[src/rtl/core/cmpcal_pkg.sv]
package cmpcal_pkg;

  // field widths
  localparam int SAMPLE_W  = 16;
  localparam int HEAD_W    = 16;

  // cordic datapath widths: products reach 2^31, gain and pre-rotation stay under 2^34
  localparam int DATA_W    = 36;
  localparam int PROD_W    = 33;
  localparam int ANG_W     = 25;

  // arctangent table
  localparam int TBL_LEN   = 24;
  localparam int TBL_IDX_W = 5;

  localparam int CORDIC_STEPS_DEF = 16;

  // angles in 1/32768 degree inside, 1/128 degree at the result
  localparam logic signed [ANG_W-1:0]  DEG90        = 25'sd2949120;
  localparam logic signed [HEAD_W-1:0] HALF_TURN    = 16'sd23040;
  localparam logic signed [HEAD_W-1:0] QUARTER_TURN = 16'sd11520;
  localparam int RND_BIAS  = 128;
  localparam int RND_SHIFT = 8;

  // operands handed from calibration to the angle unit
  typedef struct packed {
    logic signed [SAMPLE_W-1:0] cx;
    logic signed [SAMPLE_W-1:0] cz;
    logic [SAMPLE_W-1:0]        xr;
    logic [SAMPLE_W-1:0]        zr;
  } op_t;

  // finished heading
  typedef struct packed {
    logic signed [HEAD_W-1:0] heading;
    logic                     heading_valid;
  } res_t;

  // atan(2^-i) in 1/32768 degree, rounded
  function automatic logic signed [ANG_W-1:0] atan_entry(input logic [TBL_IDX_W-1:0] idx);
    logic signed [ANG_W-1:0] val;
    case (idx)
      5'd0:    val = 25'sd1474560;
      5'd1:    val = 25'sd870484;
      5'd2:    val = 25'sd459940;
      5'd3:    val = 25'sd233473;
      5'd4:    val = 25'sd117189;
      5'd5:    val = 25'sd58652;
      5'd6:    val = 25'sd29333;
      5'd7:    val = 25'sd14667;
      5'd8:    val = 25'sd7334;
      5'd9:    val = 25'sd3667;
      5'd10:   val = 25'sd1833;
      5'd11:   val = 25'sd917;
      5'd12:   val = 25'sd458;
      5'd13:   val = 25'sd229;
      5'd14:   val = 25'sd115;
      5'd15:   val = 25'sd57;
      5'd16:   val = 25'sd29;
      5'd17:   val = 25'sd14;
      5'd18:   val = 25'sd7;
      5'd19:   val = 25'sd4;
      5'd20:   val = 25'sd2;
      5'd21:   val = 25'sd1;
      default: val = '0;
    endcase
    return val;
  endfunction

endpackage

[src/rtl/core/cmpcal_if.sv]
interface cmpcal_in_if;
  logic                                     valid;
  logic                                     ready;
  logic signed [cmpcal_pkg::SAMPLE_W-1:0]   sample_x;
  logic signed [cmpcal_pkg::SAMPLE_W-1:0]   sample_z;

  modport source (output valid, output sample_x, output sample_z, input ready);
  modport sink (input valid, input sample_x, input sample_z, output ready);
endinterface

interface cmpcal_out_if;
  logic                                     valid;
  logic                                     ready;
  logic signed [cmpcal_pkg::HEAD_W-1:0]     heading;
  logic                                     heading_valid;

  modport source (output valid, output heading, output heading_valid, input ready);
  modport sink (input valid, input heading, input heading_valid, output ready);
endinterface

[src/rtl/core/cmpcal_calib.sv]
module cmpcal_calib (
  input  logic                                   clk,
  input  logic                                   rst_n,
  input  logic                                   load,
  input  logic signed [cmpcal_pkg::SAMPLE_W-1:0] sample_x,
  input  logic signed [cmpcal_pkg::SAMPLE_W-1:0] sample_z,
  input  logic                                   track,
  input  logic                                   center,
  output cmpcal_pkg::op_t                        op
);

  localparam int SW = cmpcal_pkg::SAMPLE_W;

  logic                 first_r, first_nxt;
  logic signed [SW-1:0] xmax_r, xmax_nxt, xmin_r, xmin_nxt;
  logic signed [SW-1:0] zmax_r, zmax_nxt, zmin_r, zmin_nxt;
  logic signed [SW-1:0] sx_r, sz_r;
  cmpcal_pkg::op_t      op_r, op_nxt;

  logic signed [SW-1:0] xmax_b, xmin_b, zmax_b, zmin_b;
  logic signed [SW:0]   xsum, zsum, xsum_adj, zsum_adj, xhalf, zhalf;

  // extremes update on an input transfer
  always_comb begin
    xmax_b = first_r ? sample_x : xmax_r;
    xmin_b = first_r ? sample_x : xmin_r;
    zmax_b = first_r ? sample_z : zmax_r;
    zmin_b = first_r ? sample_z : zmin_r;
    xmax_nxt = xmax_r;
    xmin_nxt = xmin_r;
    zmax_nxt = zmax_r;
    zmin_nxt = zmin_r;
    first_nxt = first_r;
    if (load) begin
      first_nxt = 1'b0;
      xmax_nxt = (track && sample_x > xmax_b) ? sample_x : xmax_b;
      xmin_nxt = (track && sample_x < xmin_b) ? sample_x : xmin_b;
      zmax_nxt = (track && sample_z > zmax_b) ? sample_z : zmax_b;
      zmin_nxt = (track && sample_z < zmin_b) ? sample_z : zmin_b;
    end
  end

  // centers truncated toward zero, centered samples and spans
  always_comb begin
    xsum = {xmax_r[SW-1], xmax_r} + {xmin_r[SW-1], xmin_r};
    zsum = {zmax_r[SW-1], zmax_r} + {zmin_r[SW-1], zmin_r};
    xsum_adj = xsum + $signed({{SW{1'b0}}, xsum[SW]});
    zsum_adj = zsum + $signed({{SW{1'b0}}, zsum[SW]});
    xhalf = xsum_adj >>> 1;
    zhalf = zsum_adj >>> 1;
    op_nxt = op_r;
    if (center) begin
      op_nxt.cx = SW'(sx_r - xhalf[SW-1:0]);
      op_nxt.cz = SW'(sz_r - zhalf[SW-1:0]);
      op_nxt.xr = SW'(xmax_r - xmin_r);
      op_nxt.zr = SW'(zmax_r - zmin_r);
    end
  end

  always_ff @(posedge clk) begin
    if (!rst_n) begin
      first_r <= 1'b1;
      xmax_r  <= '0;
      xmin_r  <= '0;
      zmax_r  <= '0;
      zmin_r  <= '0;
    end else begin
      first_r <= first_nxt;
      xmax_r  <= xmax_nxt;
      xmin_r  <= xmin_nxt;
      zmax_r  <= zmax_nxt;
      zmin_r  <= zmin_nxt;
    end
  end

  // sample and operand registers
  always_ff @(posedge clk) begin
    if (load) begin
      sx_r <= sample_x;
      sz_r <= sample_z;
    end
    op_r <= op_nxt;
  end

  assign op = op_r;

  // once seeded, the extremes never cross
  a_x_order: assert property (@(posedge clk) disable iff (!rst_n)
    !first_r |-> xmax_r >= xmin_r) else $error("x extremes crossed");
  a_z_order: assert property (@(posedge clk) disable iff (!rst_n)
    !first_r |-> zmax_r >= zmin_r) else $error("z extremes crossed");
  a_seed: assert property (@(posedge clk) disable iff (!rst_n)
    load && first_r |=> xmax_r == sx_r || xmin_r == sx_r) else $error("first sample not seeded");

endmodule

[src/rtl/core/cmpcal_cordic.sv]
module cmpcal_cordic #(
  parameter int CORDIC_STEPS = cmpcal_pkg::CORDIC_STEPS_DEF
) (
  input  logic             clk,
  input  logic             rst_n,
  input  logic             start,
  input  cmpcal_pkg::op_t  op,
  output logic             busy,
  output logic             done,
  output cmpcal_pkg::res_t res
);

  localparam int DW    = cmpcal_pkg::DATA_W;
  localparam int PW    = cmpcal_pkg::PROD_W;
  localparam int AW    = cmpcal_pkg::ANG_W;
  localparam int HW    = cmpcal_pkg::HEAD_W;
  localparam int SW    = cmpcal_pkg::SAMPLE_W;
  // rotation count, capped at the table length
  localparam int STEPS = (CORDIC_STEPS > cmpcal_pkg::TBL_LEN) ?
                         cmpcal_pkg::TBL_LEN : CORDIC_STEPS;
  localparam int CNT_W = $clog2(STEPS);

  localparam logic [2:0] C_IDLE = 3'd0;
  localparam logic [2:0] C_MULY = 3'd1;
  localparam logic [2:0] C_MULX = 3'd2;
  localparam logic [2:0] C_PRE  = 3'd3;
  localparam logic [2:0] C_ROT  = 3'd4;
  localparam logic [2:0] C_RND  = 3'd5;
  localparam logic [2:0] C_DONE = 3'd6;

  localparam logic signed [AW:0] HALF_W  = (AW+1)'(cmpcal_pkg::HALF_TURN);
  localparam logic signed [AW:0] NHALF_W = -HALF_W;

  logic [2:0]           state_r, state_nxt;
  logic signed [DW-1:0] x_r, x_nxt, y_r, y_nxt;
  logic signed [AW-1:0] z_r, z_nxt;
  logic [CNT_W-1:0]     cnt_r, cnt_nxt;
  cmpcal_pkg::res_t     res_r, res_nxt;

  logic signed [SW-1:0] mul_a;
  logic [SW-1:0]        mul_b;
  logic signed [PW-1:0] prod;
  logic signed [DW-1:0] xs, ys;
  logic signed [AW-1:0] ang;
  logic signed [AW:0]   zb, rnd;

  // shared multiplier: y operand first, then x operand
  always_comb begin
    mul_a = (state_r == C_MULY) ? op.cx : op.cz;
    mul_b = (state_r == C_MULY) ? op.zr : op.xr;
    prod  = mul_a * $signed({1'b0, mul_b});
  end

  // shift-add step and rounding
  always_comb begin
    xs  = x_r >>> cnt_r;
    ys  = y_r >>> cnt_r;
    ang = cmpcal_pkg::atan_entry(cmpcal_pkg::TBL_IDX_W'(cnt_r));
    zb  = (AW+1)'(z_r) + (AW+1)'(cmpcal_pkg::RND_BIAS);
    rnd = zb >>> cmpcal_pkg::RND_SHIFT;
  end

  // sequencer
  always_comb begin
    state_nxt = state_r;
    x_nxt     = x_r;
    y_nxt     = y_r;
    z_nxt     = z_r;
    cnt_nxt   = cnt_r;
    res_nxt   = res_r;
    unique case (state_r)
      C_IDLE: begin
        if (start) state_nxt = C_MULY;
      end
      C_MULY: begin
        y_nxt     = DW'(prod);
        state_nxt = C_MULX;
      end
      C_MULX: begin
        x_nxt     = DW'(prod);
        state_nxt = C_PRE;
      end
      C_PRE: begin
        res_nxt.heading_valid = (op.zr != '0);
        res_nxt.heading       = '0;
        cnt_nxt               = '0;
        z_nxt                 = '0;
        state_nxt             = C_DONE;
        if (op.zr == '0) begin
          res_nxt.heading = '0;
        end else if (y_r == '0) begin
          res_nxt.heading = (x_r < 0) ? cmpcal_pkg::HALF_TURN : '0;
        end else if (x_r == '0) begin
          res_nxt.heading = (y_r > 0) ? cmpcal_pkg::QUARTER_TURN : -cmpcal_pkg::QUARTER_TURN;
        end else begin
          state_nxt = C_ROT;
          // rotate into the right half plane
          if (x_r < 0) begin
            if (y_r >= 0) begin
              x_nxt = y_r;
              y_nxt = -x_r;
              z_nxt = cmpcal_pkg::DEG90;
            end else begin
              x_nxt = -y_r;
              y_nxt = x_r;
              z_nxt = -cmpcal_pkg::DEG90;
            end
          end
        end
      end
      C_ROT: begin
        if (y_r >= 0) begin
          x_nxt = x_r + ys;
          y_nxt = y_r - xs;
          z_nxt = z_r + ang;
        end else begin
          x_nxt = x_r - ys;
          y_nxt = y_r + xs;
          z_nxt = z_r - ang;
        end
        cnt_nxt = cnt_r + 1'b1;
        if (cnt_r == CNT_W'(STEPS - 1)) state_nxt = C_RND;
      end
      C_RND: begin
        if (rnd > HALF_W) begin
          res_nxt.heading = cmpcal_pkg::HALF_TURN;
        end else if (rnd < NHALF_W) begin
          res_nxt.heading = -cmpcal_pkg::HALF_TURN;
        end else begin
          res_nxt.heading = HW'(rnd);
        end
        state_nxt = C_DONE;
      end
      C_DONE: begin
        state_nxt = C_IDLE;
      end
      default: state_nxt = C_IDLE;
    endcase
  end

  always_ff @(posedge clk) begin
    if (!rst_n) begin
      state_r <= C_IDLE;
    end else begin
      state_r <= state_nxt;
    end
  end

  always_ff @(posedge clk) begin
    x_r   <= x_nxt;
    y_r   <= y_nxt;
    z_r   <= z_nxt;
    cnt_r <= cnt_nxt;
    res_r <= res_nxt;
  end

  assign busy = (state_r != C_IDLE);
  assign done = (state_r == C_DONE);
  assign res  = res_r;

  // rotation stays in the right half plane, and start only lands on an idle unit
  a_rot_x: assert property (@(posedge clk) disable iff (!rst_n)
    state_r == C_ROT |-> !x_r[DW-1]) else $error("cordic x went negative");
  a_start_idle: assert property (@(posedge clk) disable iff (!rst_n)
    start |-> state_r == C_IDLE) else $error("start while busy");
  a_done_seq: assert property (@(posedge clk) disable iff (!rst_n)
    done |-> $past(state_r) == C_PRE || $past(state_r) == C_RND) else $error("bad done path");

endmodule

[src/rtl/core/compass_heading_with_auto_calibration.sv]
// Compass heading with hard-iron auto calibration.
// in_ch carries one signed X and one signed Z magnetometer sample per transfer.
// out_ch returns one result per input: heading in 1/128 degree (-23040..23040)
// and heading_valid, which is low (with heading 0) while the Z span is zero.
// cfg_we/cfg_wdata write track_extremes: 1 widens the running min/max with
// each sample, 0 freezes them; the first sample after reset always seeds them.
// An item with a general angle passes, after its transfer, the centering step,
// the two multiplies (y operand, then x operand), the pre-rotation, the
// rotation loop and rounding before it reaches the output register;
// degenerate and on-axis cases skip the rotation loop and rounding. The
// iterative CORDIC loop does one shift-add step per cycle on one shared
// datapath; in_ch takes a new item only once the previous one has reached the output register.
// The step count is capped at the 24 entries of the angle table.
// Reset (rst_n low, synchronous) sets track_extremes to 1, marks the next
// sample as the seed and empties the output register.
// A finished result waits in the output register while out_ch.ready is low;
// the next item is accepted and computed meanwhile and holds at the end of its
// computation until the output register frees up.
module compass_heading_with_auto_calibration #(
  parameter int CORDIC_STEPS = cmpcal_pkg::CORDIC_STEPS_DEF
) (
  input  logic         clk,
  input  logic         rst_n,
  cmpcal_in_if.sink    in_ch,
  cmpcal_out_if.source out_ch,
  input  logic         cfg_we,
  input  logic         cfg_wdata
);

  localparam logic [1:0] S_IDLE   = 2'd0;
  localparam logic [1:0] S_CENTER = 2'd1;
  localparam logic [1:0] S_RUN    = 2'd2;
  localparam logic [1:0] S_HOLD   = 2'd3;

  logic [1:0]       state_r, state_nxt;
  logic             track_r;
  logic             in_xfer, out_load;
  logic             ovalid_r, ovalid_nxt;
  cmpcal_pkg::res_t ores_r;
  cmpcal_pkg::op_t  op;
  cmpcal_pkg::res_t res;
  logic             busy, done;

  assign in_ch.ready = (state_r == S_IDLE);
  assign in_xfer     = in_ch.valid && in_ch.ready;
  assign out_load    = (state_r == S_HOLD) && (!ovalid_r || out_ch.ready);

  cmpcal_calib u_calib (
    .clk      (clk),
    .rst_n    (rst_n),
    .load     (in_xfer),
    .sample_x (in_ch.sample_x),
    .sample_z (in_ch.sample_z),
    .track    (track_r),
    .center   (state_r == S_CENTER),
    .op       (op)
  );

  cmpcal_cordic #(
    .CORDIC_STEPS (CORDIC_STEPS)
  ) u_cordic (
    .clk   (clk),
    .rst_n (rst_n),
    .start (state_r == S_CENTER),
    .op    (op),
    .busy  (busy),
    .done  (done),
    .res   (res)
  );

  // item sequencer
  always_comb begin
    state_nxt = state_r;
    unique case (state_r)
      S_IDLE:   if (in_xfer) state_nxt = S_CENTER;
      S_CENTER: state_nxt = S_RUN;
      S_RUN:    if (done) state_nxt = S_HOLD;
      S_HOLD:   if (out_load) state_nxt = S_IDLE;
      default:  state_nxt = S_IDLE;
    endcase
  end

  // output register valid
  assign ovalid_nxt = (ovalid_r && !out_ch.ready) || out_load;

  always_ff @(posedge clk) begin
    if (!rst_n) begin
      state_r  <= S_IDLE;
      ovalid_r <= 1'b0;
      track_r  <= 1'b1;
    end else begin
      state_r  <= state_nxt;
      ovalid_r <= ovalid_nxt;
      if (cfg_we) track_r <= cfg_wdata;
    end
  end

  always_ff @(posedge clk) begin
    if (out_load) ores_r <= res;
  end

  assign out_ch.valid         = ovalid_r;
  assign out_ch.heading       = ores_r.heading;
  assign out_ch.heading_valid = ores_r.heading_valid;

  // sequencer and angle unit agree, results are well formed
  a_idle_unit: assert property (@(posedge clk) disable iff (!rst_n)
    state_r == S_IDLE |-> !busy) else $error("angle unit busy while idle");
  a_invalid_zero: assert property (@(posedge clk) disable iff (!rst_n)
    out_ch.valid && !out_ch.heading_valid |-> out_ch.heading == '0)
    else $error("invalid heading not zero");
  a_range: assert property (@(posedge clk) disable iff (!rst_n)
    out_ch.valid |-> out_ch.heading <= cmpcal_pkg::HALF_TURN
                  && out_ch.heading >= -cmpcal_pkg::HALF_TURN)
    else $error("heading out of range");
  a_load_once: assert property (@(posedge clk) disable iff (!rst_n)
    out_load |=> state_r == S_IDLE && out_ch.valid) else $error("result load lost");

endmodule
[src/flat_wrapper.sv]
// flat-port wrapper written by rule: the top's interface ports become plain ports
module compass_heading_with_auto_calibration_flat 
#(
  parameter int CORDIC_STEPS = cmpcal_pkg::CORDIC_STEPS_DEF
)
  (clk, rst_n, cfg_we, cfg_wdata, in_ch_valid, in_ch_sample_x, in_ch_sample_z, in_ch_ready, out_ch_valid, out_ch_heading, out_ch_heading_valid, out_ch_ready);
  cmpcal_in_if in_ch_i ();
  cmpcal_out_if out_ch_i ();
  input  logic clk;
  input  logic rst_n;
  input  logic cfg_we;
  input  logic cfg_wdata;
  input wire logic [$bits(in_ch_i.valid)-1:0] in_ch_valid;
  input wire logic [$bits(in_ch_i.sample_x)-1:0] in_ch_sample_x;
  input wire logic [$bits(in_ch_i.sample_z)-1:0] in_ch_sample_z;
  output wire logic [$bits(in_ch_i.ready)-1:0] in_ch_ready;
  output wire logic [$bits(out_ch_i.valid)-1:0] out_ch_valid;
  output wire logic [$bits(out_ch_i.heading)-1:0] out_ch_heading;
  output wire logic [$bits(out_ch_i.heading_valid)-1:0] out_ch_heading_valid;
  input wire logic [$bits(out_ch_i.ready)-1:0] out_ch_ready;
  assign in_ch_i.valid = in_ch_valid;
  assign in_ch_i.sample_x = in_ch_sample_x;
  assign in_ch_i.sample_z = in_ch_sample_z;
  assign in_ch_ready = in_ch_i.ready;
  assign out_ch_valid = out_ch_i.valid;
  assign out_ch_heading = out_ch_i.heading;
  assign out_ch_heading_valid = out_ch_i.heading_valid;
  assign out_ch_i.ready = out_ch_ready;
  compass_heading_with_auto_calibration #(.CORDIC_STEPS(CORDIC_STEPS)) u_core (.clk(clk), .rst_n(rst_n), .in_ch(in_ch_i), .out_ch(out_ch_i), .cfg_we(cfg_we), .cfg_wdata(cfg_wdata));
endmodule
[config.mk]
export PLATFORM = sky130hd
export DESIGN_NAME = compass_heading_with_auto_calibration_flat
export DESIGN_NICKNAME = d
export VERILOG_FILES = /design/src/rtl/core/cmpcal_pkg.sv /design/src/rtl/core/cmpcal_if.sv /design/src/rtl/core/cmpcal_calib.sv /design/src/rtl/core/cmpcal_cordic.sv /design/src/rtl/core/compass_heading_with_auto_calibration.sv /design/src/flat_wrapper.sv
export SDC_FILE = /design/constraint.sdc
export NUM_CORES = 2
export LEC_CHECK = 0
export ABC_CLOCK_PERIOD_IN_PS = 9900
export BUFFER_PORTS_ARGS = -buffer_cell sky130_fd_sc_hd__buf_4
export CAP_MARGIN = 20
export CELL_PAD_IN_SITES_DETAIL_PLACEMENT = 1
export CELL_PAD_IN_SITES_GLOBAL_PLACEMENT = 1
export CORE_UTILIZATION = 25
export DETAILED_ROUTE_END_ITERATION = 6
export PLACE_DENSITY = 0.52
export SLEW_MARGIN = 20
export SYNTH_ARGS = -nofsm -noshare
export SYNTH_HDL_FRONTEND = slang
export SYNTH_SLANG_ARGS = --single-unit
[constraint.sdc]
create_clock -name clk -period 9.9 [get_ports clk]
set_input_delay 0.495 -clock clk [delete_from_list [all_inputs] [get_ports clk]]
set_output_delay 0.495 -clock clk [all_outputs]
set_load 0.01 [all_outputs]
After elaboration in Yosys (flattened, before gate mapping)
Memory sizes are Yosys's and may differ from the RTL's. A register that Yosys moved wholly into a read port is not among the register bits. Cells that the tools add are included.

Logic and storage cells: 149. Register bits: 303. Memories: 1. Output and inout bits: 19. Input bits: 38. ROM bits: 336.

Memory list: (no name shown) (depth 16, bits a word 21, read ports 1, clocked after Yosys merged registers in 1, write ports 0, RTL line cmpcal_pkg.sv:42) `case (idx)`.

Reductions and logical operators: 25. Multiply operators: 1. Shift-type cells: 2. Equality and inequality tests: 19. Magnitude comparators: 9. Multiplexer cells: 51. $add $sub $neg: 18.

Operator list (count): 36-bit 2-to-1 mux (12); 16-bit 2-to-1 mux (16); 36-bit one-hot mux with 3 select lines (2); 25-bit 2-to-1 mux (6); 36-bit adder (2); 36-bit zero test (2); 36-bit negation (2); 36-bit by 4-bit >>> shifter with 36-bit output (2); 36-bit subtractor (2); 16-bit subtractor (4); 25-bit one-hot mux with 2 select lines (1); 36-bit by 1-bit greater-or-equal comparator with 1-bit output (second input constant) (1); 36-bit by 1-bit > comparator with 1-bit output (second input constant) (1); 36-bit by 1-bit less-than comparator with 1-bit output (second input constant) (1); 16-bit by 16-bit adder with 17-bit output (2); 17-bit by 2-bit adder with 17-bit output (2); 16-bit by 17-bit multiplier with 33-bit output (1); 16-bit > comparator (2); 16-bit less-than comparator (2); 16-bit one-hot mux with 2 select lines (1); 25-bit by 9-bit adder with 26-bit output (second input constant) (1); 25-bit adder (1); 25-bit subtractor (1); 18-bit by 16-bit > comparator with 1-bit output (second input constant) (1); other kinds (29) (57).

Logic depth before layout (Yosys ltp)
Depth after elaboration: 7. Depth in mapped cells: 30.

By module
A second synthesis with hierarchy kept.

Cells, all modules: 4607. Area, all modules: 40900.5 um^2.

Modules (own cells, without submodules): cmpcal_cordic (area each 27785.4 um^2, instances 1, cells each 3294, sequential area each 4023.9 um^2); cmpcal_calib (area each 12349.3 um^2, instances 1, cells each 1270, sequential area each 4184.0 um^2); compass_heading_with_auto_calibration (area each 765.7 um^2, instances 1, cells each 43, sequential area each 590.6 um^2).

Worst setup path before layout
No wires, ideal clock.

Path kind: flip-flop to flip-flop. From: reg u_core.u_cordic.state_r[0]. To: reg u_core.u_cordic.x_r[34], data pin. Path buffers: 3. Stages on the path, launching flop included: 30. Arrival time: 7.861 ns. Required time: 9.621 ns. Clock period less this slack: 8.140 ns. Setup slack: 1.760 ns. Path through: dfxtp_1 -> clkbuf_1 -> nand2_1 -> nor2_1 -> buf_1 -> clkbuf_1 -> mux2i_1 -> nor2_1 -> fa_1 -> inv_1 -> fa_1 -> fa_1 -> inv_1 -> fa_1 -> fa_1 -> inv_1 -> fa_1 -> inv_1 -> ha_1 -> a21oi_1 -> o21ai_0 -> a21o_1 -> a21o_1 -> a22oi_1 -> nand2_1 -> a211oi_1 -> a21oi_1 -> xnor2_1 -> nand2_1 -> or4b_2.

Cells in the longest elaborated chain, start to end: 4. Elaborated cells between the ends (all ways): 8. Those cells by class: 1 x mul; 4 x eq/ne; 3 x mux.

RTL lines: from (decl) (RTL line cmpcal_cordic.sv:34) `logic [2:0] state_r, state_nxt;`; from (signal assigned) (RTL line cmpcal_cordic.sv:145) `state_r <= state_nxt;`; 3-bit by 1-bit == test with 1-bit output (RTL line cmpcal_cordic.sv:49, cmpcal_cordic.sv:50); 16-bit 2-to-1 mux (on tied branches) (RTL line cmpcal_cordic.sv:49, cmpcal_cordic.sv:50); 16-bit by 17-bit multiplier with 33-bit output (RTL line cmpcal_cordic.sv:51) `prod = mul_a * $signed({1'b0, mul_b});`; 36-bit one-hot mux with 3 select lines (*) (RTL line cmpcal_cordic.sv:71) `unique case (state_r)`; named net u_core.u_cordic.x_nxt[34] (RTL line cmpcal_cordic.sv:35) `logic signed [DW-1:0] x_r, x_nxt, y_r, y_nxt;`; to (signal assigned) (RTL line cmpcal_cordic.sv:150) `x_r <= x_nxt;`; to (decl) (RTL line cmpcal_cordic.sv:35).

Mark *: on every way through the listed nets, which the timed path passes. The rest lies on a longest branch. A chain may end at the register's enable or synchronous reset.

Worst setup path after layout
Ends and elaborated chain as after synthesis.

==> out/qor.txt <==
==================================================================================================
Overall track demand over capacity in global routing                                         0.167
Starting Density                                                                             0.253
Ratio of cells with drive above 1 in the final layout                                       0.0799
Total setup buffers inserted after CTS                                                           0
Pin count of the biggest net entering global routing                                            92
Achievable frequency                                                                       111 MHz
Setup repair after global routing missed its margin                                             no
TritonCTS clock tree                                                                           yes
Commonest register cell after synthesis                                               sky130_fd_sc_hd__edfxtp_1
Cell variety after synth                                                                        97
Setup ws final                                                                              861 ps
Count of state elements after synthesis                                                        324
Biggest area consumer among synthesized cells                                         sky130_fd_sc_hd__edfxtp_1
Minimum clock period                                                                       9040 ps
Clock H-tree levels                                                                              2
Relative max-transition margin                                                               0.290
Hold-fix buffers at CTS                                                                          0
Clock sink count                                                                               324
Setup Crit Path Kind                                                                  flop to flop
Hold Crit Start                                                                          cfg_wdata
Post-synthesis cell count                                                                     4509
Overall die width                                                                           401 µm
Startpoint of the lowest-slack register-to-register path                              u_core.u_cordic.state_r[0]$_SDFFE_PN0P_
# port buffers                                                                                  56
Ports                                                                                           57
Num CTS Buffers                                                                                 48
Remaining design rule violation count                                                            0
Synth top area cells                                                                  sky130_fd_sc_hd__edfxtp_1 17%, sky130_fd_sc_hd__ha_1 12%, sky130_fd_sc_hd__fa_1 10%
Final Setup Violations                                                                           0
Count of fill cells added during filler insertion                                            18455
Iter 0 DRT Violations                                                                         1790
Total detailed-routing wirelength                                                        136000 µm
Area growth, synth to finish                                                                 11.0%
Area of the mapped netlist                                                               39800 µm²
Via-to-Cell Ratio                                                                             4.99
Final #Nets                                                                                   5119
Half-perimeter wire length of the detailed placement result                              108000 µm
Setup TNS                                                                                     0 ps
Data required time of the critical path                                                   10280 ps
Routed wire per std cell                                                                   20.7 µm
Proportion of synthesized chip area in sequential cells                                      0.221
Worst min path class                                                                  primary input to flop
Post-layout util                                                                             0.281
Post-cts gate resize count                                                                       0
Total of max-cap violations                                                                      0
Post-detailed-route count of antenna-violating nets                                              0
Number of enable flip-flop cells after synthesis                                               231
Final Skew                                                                                 25.2 ps
Mapped Nets                                                                                   5140
Top cell type's share of synthesized area                                                    0.174
Final weighted congestion of routability-driven global placement                             0.892
Data arrival time of the worst path                                                        9410 ps
Total number of vias                                                                         32889
Slew at the pin closest to its max-slew limit                                              1040 ps
Crit start category                                                                           flop
Buffer cell driving the clock tree root                                               sky130_fd_sc_hd__clkbuf_16
Stage delay of the slowest cell on the critical path                                        620 ps
Crit. End Element                                                                             flop
Global-route congestion overflow total                                                           0
First-pass GRT wire length                                                               210000 µm
Average instance area after synthesis                                                     8.82 µm²
Total Die Area                                                                          161000 µm²
Floorplan core area                                                                     157000 µm²
First-pass iteration count of the detailed router                                                5
Number of global-route vias before repair                                                    34305
Critical path peak fanout                                                                       34
Slowest-stage cell, CP                                                                sky130_fd_sc_hd__or4b_2
Proportion of register bits with asynchronous set or reset after synthesis                       0
Hold violation count in the final report                                                         0
# rows                                                                                         145
Clock insertion delay at the later pin of the skew report                                   650 ps
Synthesis Warnings                                                                               0
Clock Path Buffers                                                                               3
Most common cell type on the critical path                                            sky130_fd_sc_hd__fa_1
Final critical-path share of the clock period                                                0.913
Antenna violations before repair                                                                 0
Crit. Startpoint                                                                      u_core.u_cordic.state_r[0]$_SDFFE_PN0P_
Height of the die                                                                           401 µm
Result of the run                                                                        completed
Worst-case setup slack after placement                                                      866 ps
Final max-slew violation count                                                                   0
Clock transition time at the flip-flop clock pins of the worst setup and hold paths          60 ps
==================================================================================================
## kinds of logic after synthesis
group / share of synthesized area
AO/OA/AOI/OAI: 0.148
XOR/XNOR: 0.0803
adder cells (fa/ha/maj): 0.225
buffers and inverters: 0.0588
flip-flops: 0.221
multiplexers: 0.109
AND/OR/NAND/NOR: 0.158
## cells in the mapped netlist (18+ instances only)
library cell                 n
sky130_fd_sc_hd__a211oi_1   19
sky130_fd_sc_hd__a21o_1    112
sky130_fd_sc_hd__a21oi_1   248
sky130_fd_sc_hd__a31oi_1    26
sky130_fd_sc_hd__and2_1     22
sky130_fd_sc_hd__and3_1     30
sky130_fd_sc_hd__buf_1      24
sky130_fd_sc_hd__buf_2      18
sky130_fd_sc_hd__clkbuf_1  130
sky130_fd_sc_hd__dfxtp_1    93
sky130_fd_sc_hd__edfxtp_1  231
sky130_fd_sc_hd__fa_1      203
sky130_fd_sc_hd__ha_1      390
sky130_fd_sc_hd__inv_1     405
sky130_fd_sc_hd__mux2_2     45
sky130_fd_sc_hd__mux2i_1   225
sky130_fd_sc_hd__mux4_2     65
sky130_fd_sc_hd__nand2_1   490
sky130_fd_sc_hd__nand2b_1   49
sky130_fd_sc_hd__nand3_1    65
sky130_fd_sc_hd__nand4_1    40
sky130_fd_sc_hd__nor2_1    444
sky130_fd_sc_hd__nor2b_1    30
sky130_fd_sc_hd__nor3_1     68
sky130_fd_sc_hd__nor4_1     23
sky130_fd_sc_hd__o211ai_1   28
sky130_fd_sc_hd__o21a_1     32
sky130_fd_sc_hd__o21ai_0   201
sky130_fd_sc_hd__o21bai_1   29
sky130_fd_sc_hd__o221ai_1   31
sky130_fd_sc_hd__o31ai_1    33
sky130_fd_sc_hd__or2_2      18
sky130_fd_sc_hd__or3_1      41
sky130_fd_sc_hd__xnor2_1   219
sky130_fd_sc_hd__xor2_1    143
## critical path: cells and delay by family, from the launching register on
family | cells | cell delay, ps
fa+ha+maj | 7 | 3500
compound gates | 7 | 1520
simple gates | 6 | 1800
xor+xnor | 1 | 140
flops | 1 | 510
buf+inv | 6 | 1000
mux | 1 | 270
## per-layer routing
layer  routed length, µm  track usage  up-vias  share of wire
li1                    -            -    15829              -
met1               66800        0.234    16400           0.49
met2               61700        0.274      518           0.45
met3                4960       0.0188      142          0.036
met4                2900       0.0363        0          0.021
met5                   0            0        -              0
## worst paths after layout
| check | endpoint | slack, ps | cells past startpoint |
|---|---|---|---|
| setup / recovery | u_core.u_cordic.x_r[34]$_DFFE_PP_ | 860 | 28 |
| hold / removal | u_core.track_r$_SDFFE_PN1P_ | 90 | 3 |
| setup reg to reg | u_core.u_cordic.x_r[34]$_DFFE_PP_ | 860 | 28 |
| hold reg to reg | u_core.out_ch.heading[0]$_DFFE_PP_ | 420 | 0 |
## through the flow
step,hold slack (ps),area [µm²],std cells
floorplan,400,39800,4509
global placement,404,42500,6496
detailed placement,407,42500,6496
CTS,52.1,44100,6586
global route,61.0,44100,6586
finish,85.8,44100,6588
## sequential cells by signal, summed over array words and instances (netlist names), 17 cells and up
signal and count:
u_core.u_calib.op 64, u_core.u_cordic.x_r 36, u_core.u_cordic.y_r 36, u_core.u_cordic.z_r 25, u_core.u_cordic.ang 21, u_core.u_cordic.res 17
## layout by cell type (no fill, tap or decap), types with 13 or more instances in the layout
master | Yosys | layout
sky130_fd_sc_hd__o21a_1 | 32 | 32
sky130_fd_sc_hd__nor2b_1 | 30 | 30
sky130_fd_sc_hd__nand2_1 | 490 | 489
sky130_fd_sc_hd__o22ai_1 | 17 | 17
sky130_fd_sc_hd__fa_1 | 203 | 203
sky130_fd_sc_hd__xor2_1 | 143 | 143
sky130_fd_sc_hd__mux4_2 | 65 | 65
sky130_fd_sc_hd__o21bai_1 | 29 | 29
sky130_fd_sc_hd__o31ai_1 | 33 | 33
sky130_fd_sc_hd__nor4_1 | 23 | 23
sky130_fd_sc_hd__a21boi_0 | 13 | 13
sky130_fd_sc_hd__or3_1 | 41 | 41
sky130_fd_sc_hd__xnor2_1 | 219 | 219
sky130_fd_sc_hd__buf_4 | 2 | 109
sky130_fd_sc_hd__nor3_1 | 68 | 68
sky130_fd_sc_hd__nand4_1 | 40 | 40
sky130_fd_sc_hd__a211oi_1 | 19 | 19
sky130_fd_sc_hd__a21o_1 | 112 | 112
sky130_fd_sc_hd__or2_2 | 18 | 18
sky130_fd_sc_hd__inv_1 | 405 | 404
sky130_fd_sc_hd__or4_1 | 16 | 16
sky130_fd_sc_hd__nand3_1 | 65 | 64
sky130_fd_sc_hd__a21oi_1 | 248 | 247
sky130_fd_sc_hd__o221ai_1 | 31 | 31
sky130_fd_sc_hd__clkbuf_16 | 0 | 49
sky130_fd_sc_hd__nand2b_1 | 49 | 48
sky130_fd_sc_hd__o211ai_1 | 28 | 28
sky130_fd_sc_hd__mux2_2 | 45 | 45
sky130_fd_sc_hd__nor2_1 | 444 | 441
sky130_fd_sc_hd__dfxtp_1 | 93 | 92
sky130_fd_sc_hd__o21ai_0 | 201 | 200
sky130_fd_sc_hd__and3_1 | 30 | 30
sky130_fd_sc_hd__and2_1 | 22 | 22
sky130_fd_sc_hd__a22oi_1 | 13 | 13
sky130_fd_sc_hd__mux2i_1 | 225 | 223
sky130_fd_sc_hd__edfxtp_1 | 231 | 231
sky130_fd_sc_hd__a31oi_1 | 26 | 26
sky130_fd_sc_hd__ha_1 | 390 | 389
## cell type report
type	count	area (µm²)	area share
Antenna cell	2	5.00	0.000113
Clock buffer	56	1250	0.0284
Inverter	414	1550	0.0352
Timing Repair Buffer	110	838	0.0190
Multi-Input combinational cell	3590	28700	0.650
Clock inverter	34	415	0.00941
Sequential cell	324	8800	0.199
Tap cell	2058	2570	0.0583
Power is left out: the tool's default activity adds up to more than one toggle a clock period on the data nets, which glitch-free logic cannot reach.
